==> src/hdl/hsbs_pkg.sv <==
`default_nettype none
package hsbs_pkg;
	localparam int MaxBytes = 1048576;
	localparam int MinPeriod = 4;
	localparam int MaxPeriod = 16;
	localparam int Lanes = MaxPeriod - MinPeriod + 1;
	localparam int CntW = 21;
	localparam int MatchW = 19;
	localparam int PhaseW = 4;
	localparam int PerW = 5;
	localparam logic [7:0] NopByte = 8'h90;
	localparam logic [47:0] BigRegion = 48'h100000;

	localparam logic [1:0] RegNopEnable = 2'd0;
	localparam logic [1:0] RegMinRepeat = 2'd1;
	localparam logic [1:0] RegMinDensity = 2'd2;
	localparam logic [1:0] RegRunThresh = 2'd3;

	typedef struct packed {
		logic [7:0] data_byte;
		logic last;
		logic [47:0] region_size;
	} in_req_t;

	typedef struct packed {
		logic nop_found;
		logic [20:0] nop_count;
		logic [20:0] longest_run;
		logic spray_detected;
		logic [6:0] risk_score;
		logic likely_exploit;
		logic sequence_found;
		logic [4:0] sequence_period;
		logic [18:0] sequence_matches;
	} out_req_t;

	typedef struct packed {
		logic nop_enable;
		logic [20:0] min_repeat_count;
		logic [6:0] min_density_pct;
		logic [20:0] run_threshold;
	} cfg_t;

	// Controller to datapath.
	typedef struct packed {
		logic scan;      // take the input byte into the counters and lanes
		logic latch_end; // capture region size and start the judge
		logic div_step;  // one restoring division step
		logic finish;    // build the result and clear region state
	} cmd_t;

	typedef struct packed {
		logic div_done;
	} sts_t;
endpackage
`default_nettype wire

==> src/hdl/hsbs_ctrl.sv <==
`default_nettype none
module hsbs_ctrl (
	input wire logic clk,
	input wire logic arst_n,
	input wire logic in_valid,
	input wire logic in_last,
	output logic in_ready,
	output logic out_valid,
	input wire logic out_ready,
	input wire hsbs_pkg::sts_t sts,
	output hsbs_pkg::cmd_t cmd
);
	import hsbs_pkg::*;

	typedef enum logic [2:0] {
		ST_SCAN = 3'b001,
		ST_DIV = 3'b010,
		ST_OUT = 3'b100
	} state_t;

	state_t state_q;
	logic acc;

	// One byte per cycle while scanning; after the last it divides, then holds the result.
	assign in_ready = (state_q == ST_SCAN);
	assign acc = in_valid && in_ready;
	assign out_valid = (state_q == ST_OUT);

	always_comb begin
		cmd = '0;
		cmd.scan = acc;
		cmd.latch_end = acc && in_last;
		cmd.div_step = (state_q == ST_DIV) && !sts.div_done;
		cmd.finish = (state_q == ST_DIV) && sts.div_done;
	end

	always_ff @(posedge clk or negedge arst_n) begin
		if (!arst_n) begin
			state_q <= ST_SCAN;
		end else begin
			unique case (state_q)
				ST_SCAN: if (acc && in_last) state_q <= ST_DIV;
				ST_DIV: if (sts.div_done) state_q <= ST_OUT;
				ST_OUT: if (out_ready) state_q <= ST_SCAN;
				default: state_q <= ST_SCAN;
			endcase
		end
	end
endmodule
`default_nettype wire

==> src/hdl/hsbs_dp.sv <==
`default_nettype none
module hsbs_dp (
	input wire logic clk,
	input wire logic arst_n,
	input wire hsbs_pkg::in_req_t in_req,
	input wire hsbs_pkg::cfg_t cfg,
	input wire hsbs_pkg::cmd_t cmd,
	output hsbs_pkg::sts_t sts,
	output hsbs_pkg::out_req_t out_req
);
	import hsbs_pkg::*;

	localparam int QW = 5; // floor(30*cnt/n) <= 30

	logic [7:0] hist_q [MaxPeriod];
	logic [CntW:0] scanned_q;
	logic [CntW:0] nop_q;
	logic [CntW:0] run_q;
	logic [CntW:0] max_q;
	logic [MatchW:0] match_q [Lanes];
	logic [PhaseW-1:0] phase_q [Lanes];
	logic mism_q [Lanes];
	logic big_q;
	logic [2:0] div_cnt_q;
	logic [26:0] rem_q;
	logic [QW-1:0] quo_q;
	logic sled_q, det_q, seq_q;
	logic [PerW-1:0] per_q;
	logic [MatchW:0] seqm_q;
	out_req_t out_q;

	logic take;
	assign take = cmd.scan && (scanned_q < (CntW+1)'(MaxBytes));

	// Next counter values include the byte of this request.
	logic is_nop;
	logic [CntW:0] n_nxt, cnt_nxt, run_nxt, max_nxt;
	assign is_nop = (in_req.data_byte == NopByte);
	assign n_nxt = take ? scanned_q + 1'b1 : scanned_q;
	assign cnt_nxt = (take && is_nop) ? nop_q + 1'b1 : nop_q;
	assign run_nxt = take ? (is_nop ? run_q + 1'b1 : '0) : run_q;
	assign max_nxt = (run_nxt > max_q) ? run_nxt : max_q;

	logic [MatchW:0] match_nxt [Lanes];
	logic [PhaseW-1:0] phase_nxt [Lanes];
	logic mism_nxt [Lanes];
	always_comb begin
		for (int l = 0; l < Lanes; l++) begin
			logic d, m;
			d = (in_req.data_byte != hist_q[MinPeriod + l - 1]);
			m = (phase_q[l] == '0) ? d : (mism_q[l] || d);
			match_nxt[l] = match_q[l];
			phase_nxt[l] = phase_q[l];
			mism_nxt[l] = mism_q[l];
			if (take) begin
				if ({1'b0, phase_q[l]} + 1'b1 >= (PhaseW+1)'(MinPeriod + l)) begin
					if (!m && scanned_q >= (CntW+1)'(MinPeriod + l))
						match_nxt[l] = match_q[l] + 1'b1;
					phase_nxt[l] = '0;
					mism_nxt[l] = 1'b0;
				end else begin
					phase_nxt[l] = phase_q[l] + 1'b1;
					mism_nxt[l] = m;
				end
			end
		end
	end

	// Judge terms from the final counters, all evaluated at the last byte.
	// A lane qualifies when n >= 4p and matches > floor(n/(4p)), that is when matches*4p > n.
	logic sled_c, det_c, seq_c;
	logic [PerW-1:0] per_c;
	logic [MatchW:0] seqm_c;
	logic [28:0] c100, dn;
	always_comb begin
		sled_c = (cnt_nxt > (n_nxt >> 2)) || (max_nxt > {1'b0, cfg.run_threshold});
		c100 = 29'(cnt_nxt) * 29'd100;
		dn = 29'(cfg.min_density_pct) * 29'(n_nxt);
		det_c = cfg.nop_enable && sled_c && (cnt_nxt >= {1'b0, cfg.min_repeat_count})
			&& (c100 >= dn) && (n_nxt != '0);
		seq_c = 1'b0;
		per_c = '0;
		seqm_c = '0;
		for (int l = Lanes - 1; l >= 0; l--) begin
			if (n_nxt >= (CntW+1)'(4 * (MinPeriod + l))
					&& 26'(match_nxt[l]) * 26'(4 * (MinPeriod + l)) > 26'(n_nxt)) begin
				seq_c = 1'b1;
				per_c = PerW'(MinPeriod + l);
				seqm_c = match_nxt[l];
			end
		end
	end

	assign sts.div_done = (div_cnt_q == 3'd0);

	always_ff @(posedge clk or negedge arst_n) begin
		if (!arst_n) begin
			scanned_q <= '0; nop_q <= '0; run_q <= '0; max_q <= '0;
			div_cnt_q <= '0;
			for (int i = 0; i < MaxPeriod; i++) hist_q[i] <= '0;
			for (int l = 0; l < Lanes; l++) begin
				match_q[l] <= '0; phase_q[l] <= '0; mism_q[l] <= 1'b0;
			end
		end else begin
			if (cmd.scan) begin
				scanned_q <= n_nxt; nop_q <= cnt_nxt; run_q <= run_nxt; max_q <= max_nxt;
				for (int l = 0; l < Lanes; l++) begin
					match_q[l] <= match_nxt[l]; phase_q[l] <= phase_nxt[l];
					mism_q[l] <= mism_nxt[l];
				end
				if (take) begin
					hist_q[0] <= in_req.data_byte;
					for (int i = 1; i < MaxPeriod; i++) hist_q[i] <= hist_q[i-1];
				end
			end
			if (cmd.latch_end) div_cnt_q <= 3'(QW);
			else if (cmd.div_step) div_cnt_q <= div_cnt_q - 1'b1;
			if (cmd.finish) begin
				scanned_q <= '0; nop_q <= '0; run_q <= '0; max_q <= '0;
				for (int i = 0; i < MaxPeriod; i++) hist_q[i] <= '0;
				for (int l = 0; l < Lanes; l++) begin
					match_q[l] <= '0; phase_q[l] <= '0; mism_q[l] <= 1'b0;
				end
			end
		end
	end

	// 30*cnt / n: the quotient is at most 30, so the remainder starts at (30*cnt) >> 5
	// and five steps shift in the low numerator bits, most significant first.
	logic [26:0] num30_c;
	logic [4:0] num_low_q;
	logic [26:0] rem_sh;
	logic [26:0] nn;
	assign num30_c = 27'(cnt_nxt) * 27'd30;
	assign nn = 27'(scanned_q);
	assign rem_sh = {rem_q[25:0], num_low_q[div_cnt_q - 3'd1]};

	always_ff @(posedge clk) begin
		if (cmd.latch_end) begin
			rem_q <= num30_c >> 5;
			num_low_q <= num30_c[4:0];
			quo_q <= '0;
			big_q <= in_req.region_size > BigRegion;
			sled_q <= cfg.nop_enable && sled_c;
			det_q <= det_c;
			seq_q <= seq_c; per_q <= per_c; seqm_q <= seqm_c;
		end else if (cmd.div_step) begin
			if (rem_sh >= nn) begin
				rem_q <= rem_sh - nn;
				quo_q <= {quo_q[QW-2:0], 1'b1};
			end else begin
				rem_q <= rem_sh;
				quo_q <= {quo_q[QW-2:0], 1'b0};
			end
		end
		if (cmd.finish) begin
			logic [7:0] r;
			r = 8'd50 + 8'(quo_q) + (big_q ? 8'd20 : 8'd0);
			if (r > 8'd100) r = 8'd100;
			out_q.nop_found <= sled_q;
			out_q.nop_count <= CntW'(nop_q);
			out_q.longest_run <= CntW'(max_q);
			out_q.spray_detected <= det_q;
			out_q.risk_score <= det_q ? 7'(r) : 7'd0;
			out_q.likely_exploit <= det_q && ((29'(nop_q) * 29'd10 > 29'(scanned_q) * 29'd9)
				|| r > 8'd70);
			out_q.sequence_found <= seq_q;
			out_q.sequence_period <= per_q;
			out_q.sequence_matches <= MatchW'(seqm_q);
		end
	end

	assign out_req = out_q;
endmodule
`default_nettype wire

==> src/hdl/heap_spray_byte_scanner.sv <==
`default_nettype none
// Heap spray byte scanner.
// Requests on in_* carry one byte of a memory region each; last marks the final
// byte, and region_size is sampled with it. One request is accepted per cycle
// while scanning. Bytes past the maximum region length are ignored, but a last
// request still closes the region.
// After the last request the block runs five steps of a bit-serial divider that
// forms 30*count/n for the risk score and then assembles the result; only then
// is the result request on out_* valid. in_ready stays low from the last byte
// until the result is taken; a stalled receiver therefore holds the scanner, and
// the result is held unchanged.
// Regions with no last marker produce no result.
// The APB port writes and reads the four configuration registers at 4*i.
// Reset clears all region counters and lanes and loads register defaults.
module heap_spray_byte_scanner (
	input wire logic clk,
	input wire logic arst_n,
	input wire logic in_valid,
	output logic in_ready,
	input wire hsbs_pkg::in_req_t in_data,
	output logic out_valid,
	input wire logic out_ready,
	output hsbs_pkg::out_req_t out_data,
	input wire logic psel,
	input wire logic penable,
	input wire logic pwrite,
	input wire logic [3:0] paddr,
	input wire logic [31:0] pwdata,
	output logic [31:0] prdata,
	output logic pready
);
	import hsbs_pkg::*;

	cfg_t cfg_q;
	cmd_t cmd;
	sts_t sts;
	logic [1:0] idx;

	assign pready = 1'b1;
	assign idx = paddr[3:2];

	always_ff @(posedge clk or negedge arst_n) begin
		if (!arst_n) begin
			cfg_q.nop_enable <= 1'b1;
			cfg_q.min_repeat_count <= 21'd100;
			cfg_q.min_density_pct <= 7'd80;
			cfg_q.run_threshold <= 21'd256;
		end else if (psel && penable && pwrite) begin
			unique case (idx)
				RegNopEnable: cfg_q.nop_enable <= pwdata[0];
				RegMinRepeat: cfg_q.min_repeat_count <= pwdata[20:0];
				RegMinDensity: cfg_q.min_density_pct <= pwdata[6:0];
				RegRunThresh: cfg_q.run_threshold <= pwdata[20:0];
				default: ;
			endcase
		end
	end

	always_comb begin
		unique case (idx)
			RegNopEnable: prdata = {31'd0, cfg_q.nop_enable};
			RegMinRepeat: prdata = {11'd0, cfg_q.min_repeat_count};
			RegMinDensity: prdata = {25'd0, cfg_q.min_density_pct};
			RegRunThresh: prdata = {11'd0, cfg_q.run_threshold};
			default: prdata = '0;
		endcase
	end

	hsbs_ctrl u_ctrl (
		.clk(clk), .arst_n(arst_n), .in_valid(in_valid), .in_last(in_data.last),
		.in_ready(in_ready), .out_valid(out_valid), .out_ready(out_ready),
		.sts(sts), .cmd(cmd)
	);

	hsbs_dp u_dp (
		.clk(clk), .arst_n(arst_n), .in_req(in_data), .cfg(cfg_q), .cmd(cmd),
		.sts(sts), .out_req(out_data)
	);
endmodule
`default_nettype wire

==> config.mk <==
export PLATFORM = sky130hd
export DESIGN_NAME = heap_spray_byte_scanner
export DESIGN_NICKNAME = d
export VERILOG_FILES = /design/src/hdl/hsbs_pkg.sv /design/src/hdl/hsbs_ctrl.sv /design/src/hdl/hsbs_dp.sv /design/src/hdl/heap_spray_byte_scanner.sv
export SDC_FILE = /design/constraint.sdc
export NUM_CORES = 2
export LEC_CHECK = 0
export BUFFER_PORTS_ARGS = -buffer_cell sky130_fd_sc_hd__buf_2
export CAP_MARGIN = 10
export CORE_MARGIN = 3
export CORE_UTILIZATION = 50
export CTS_CLUSTER_SIZE = 16
export DETAILED_ROUTE_END_ITERATION = 8
export HOLD_SLACK_MARGIN = 0.1
export PLACE_DENSITY = 0.69
export SLEW_MARGIN = 30
export SYNTH_ARGS = -nofsm -noshare
export SYNTH_HDL_FRONTEND = slang
export SYNTH_SLANG_ARGS = --single-unit
export TNS_END_PERCENT = 20
==> constraint.sdc <==
create_clock -name clk -period 21.8 [get_ports clk]
set_input_delay 1.09 -clock clk [delete_from_list [all_inputs] [get_ports clk]]
set_output_delay 1.09 -clock clk [all_outputs]
set_load 0.02 [all_outputs]
==> results.sh <==
export IMPL_num_io_pins=212
export IMPL_synthArstFlopShare_pct=81.00
export IMPL_synth_edf_count=131
export IMPL_grt_max_degree=193
export IMPL_hold_path_class="in2async"
export IMPL_drv_cap=0
export IMPL_gr_total_overflow=0
export IMPL_ant_nets=0
export IMPL_worst_pin_slew_ns=1.068
export IMPL_fin_area_sq_um=79710
export IMPL_stdcell_count=10390
export IMPL_clkTransAtPathRegs_ns=0.07
export IMPL_period_needed_ns=11.28
export IMPL_core_rowCount=139
export IMPL_hold_violations=0
export IMPL_slew_violations=0
export IMPL_die_area_sq_um=151200
export IMPL_p_leak_nw=39.13
export IMPL_critPathMaxStageDelay_ns=0.70
export IMPL_place_congestion=0.9641
export IMPL_endpoint_kind="flip-flop"
export IMPL_area_delta_synth_final_pct=8.741
export IMPL_setup_viol=0
export IMPL_fin_util_pct=55.15
export IMPL_clock_latency_ns=0.75
export IMPL_yosys_warnings=0
export IMPL_viasPerCell=6.118
export IMPL_grt_first_pass_wirelength_mm=350.4
export IMPL_critical_path_arrival_ns=11.77
export IMPL_cp_slowest_cell="nor4_1"
export IMPL_htreeDepth=3
export IMPL_grt_usage_pct=29.23
export IMPL_total_power_mw=4.900
export IMPL_cts_buffers=88
export IMPL_power_density_nw_per_um2=61.47
export IMPL_cts_sinks=737
export IMPL_dp_hpwl_mm=167.6
export IMPL_peakVddDrop_v=0.00007351
export IMPL_max_slew_margin_pct=28.31
export IMPL_holdWs_ns=0.4228
export IMPL_ys_ff_latch=737
export IMPL_mostFrequentLayoutCells="991 x ha_1, 780 x inv_1, 752 x nand2_1"
export IMPL_fin_nets=9762
export IMPL_finalSetupTns_ns=0
export IMPL_fin_ws_ns=10.52
export IMPL_start_util_pct=50.72
export IMPL_cp_max_fo=20
export IMPL_rsz0062_at_grt="no"
export IMPL_cts_tree="yes"
export IMPL_drive_gt1_share_pct=7.455
export IMPL_firstDrtPassIters=7
export IMPL_path_class="in2reg"
export IMPL_dpl_cell_area_sq_um=76490
export IMPL_ys_types=111
export IMPL_synth_ff_type="dfrtp_1"
export IMPL_holdBufCountCts=0
export IMPL_dpl_cell_count=10220
export IMPL_netlist_area_sq_um=73300
export IMPL_post_route_period_util_pct=51.73
export IMPL_cts_root_buffer="clkbuf_16"
export IMPL_cts_repair_resized=0
export IMPL_status="finished clean"
export IMPL_grt_pass1_vias=61590
export IMPL_core_area_sq_um=144500
export IMPL_routed_wl_mm=224.9
export IMPL_layout_commonest_cell="ha_1"
export IMPL_critical_path_required_ns=22.30
export IMPL_clock_path_buffers=3
export IMPL_synth_seq_area_share_pct=26.01
export IMPL_syn_area_per_cell_sq_um=8.842
export IMPL_cts_setup_buffers=0
export IMPL_place_ws_ns=9.879
export IMPL_antenna_found_initial=8
export IMPL_drtIter0Drc=5658
export IMPL_cp_start_kind="primary input"
export IMPL_synth_cells=8290
export IMPL_drc_errors=0
export IMPL_finClkSkew_ns=0.04231
export IMPL_die_height_um=388.9
export IMPL_max_clock_freq_ghz=0.08868
export IMPL_dr_total_vias=63540
export IMPL_wl_per_cell_um=21.66
export IMPL_port_buffers=186
export IMPL_die_x_um=388.9
worst max-delay path, delay by kind of cell:
kind,cells,cell delay (ns)
AND/OR/NAND/NOR,13,3.83
AO/OA/AOI/OAI,11,3.39
adder cells (fa/ha/maj),4,1.72
buffers and inverters,6,1.09
XOR/XNOR,3,0.63
synth_stat cells, types with 38 or more instances:
master      n  share of area [%]
ha_1      991                 17
inv_1     783                4.0
nand2_1   754                3.9
dfrtp_1   589                 20
o21ai_0   560                3.8
nand3_1   424                2.9
nor2_1    424                2.2
xnor2_1   396                4.7
a21oi_1   358                2.4
xor2_1    279                3.3
fa_1      267                7.3
clkbuf_1  211                1.1
a22o_1    163                1.9
nand4_1   160                1.4
a21o_1    151                1.5
edfxtp_1  131                5.4
nor3_1    121               0.83
a211oi_1   94               0.96
and3_1     94               0.80
nand2b_1   93               0.79
nor2b_1    87               0.74
mux2i_1    85                1.2
and2_1     84               0.72
mux2_2     82                1.3
nor4_1     74               0.63
o21a_1     73               0.75
or3_1      53               0.45
o31ai_1    51               0.52
o211ai_1   44               0.45
a31oi_1    41               0.35
o21bai_1   38               0.39
final timing paths:
kind / slack [ns] / cells past startpoint / startpoint / to
worst max-delay path: 10.52 / 37 / in_data[56] / u_dp.seqm_q[17]
worst min-delay path: 0.42 / 1 / arst_n / u_dp.nop_q[16]
worst max register to register: 10.55 / 37 / u_dp.scanned_q[15] / u_dp.seqm_q[17]
worst min register to register: 0.43 / 0 / u_dp.sled_q / u_dp.out_req[76]
max in group asynchronous: 18.44 / 5 / arst_n / u_dp.match_q[117]
min in group clk: 0.43 / 0 / u_dp.sled_q / u_dp.out_req[76]
metal layers:
metal  share of wire [%]  global-route usage, %
met1                  42                  38.59
met2                  46                  47.20
met3                 7.5                  4.205
met4                 5.3                  14.13
met5                   0                      0
flip-flops by register name, summed over array words and instances, names as in the netlist, 3 cells and up:
name and cells:
u_dp.phase_q 52, u_dp.run_q 22, u_dp.match_q 260, u_dp.seqm_q 19, u_dp.rem_q 26, u_ctrl.state_q 3
u_dp.nop_q 22, u_dp.per_q 5, u_dp.max_q 22, cfg_q 50, u_dp.hist_q 128, u_dp.num_low_q 4
u_dp.scanned_q 22, u_dp.quo_q 5, u_dp.div_cnt_q 3, u_dp.mism_q 13, u_dp.out_req 77
area by class of cell:
cell class	instances	area [sq um]
fillers	12910	64820
multi-input cells	6496	50330
flip-flops and latches	737	19060
inverters	785	2950
clock buffers	121	2521
well taps	1903	2381
repair buffers	296	1852
clock inverters	43	596.8
diodes	6	15.01
cell families (layout without fill, tap and decap cells):
| kind of cell | count (synthesis) | after routing | share of synthesized area (%) |
|---|---|---|---|
| other | 2 | 18 | 0.01025 |
| and+or+nand+nor | 2507 | 2507 | 16.79 |
| xor gates and xnor gates | 675 | 675 | 8.065 |
| buffers and inverters | 1067 | 1245 | 5.662 |
| DFF | 737 | 737 | 26.01 |
| AOI/OAI and AO/OA | 1870 | 1870 | 16.73 |
| adders and majority gates | 1264 | 1264 | 24.29 |
| muxes | 168 | 168 | 2.451 |
report_power, final:
| group | internal [mW] | switching [mW] |
|---|---|---|
| combinational | 0.604 | 0.856 |
| sequential | 1.61 | 0.231 |
| clock | 0.931 | 0.671 |
| total | 3.14 | 1.76 |
Note: power is estimated with default switching activity, not from simulation.
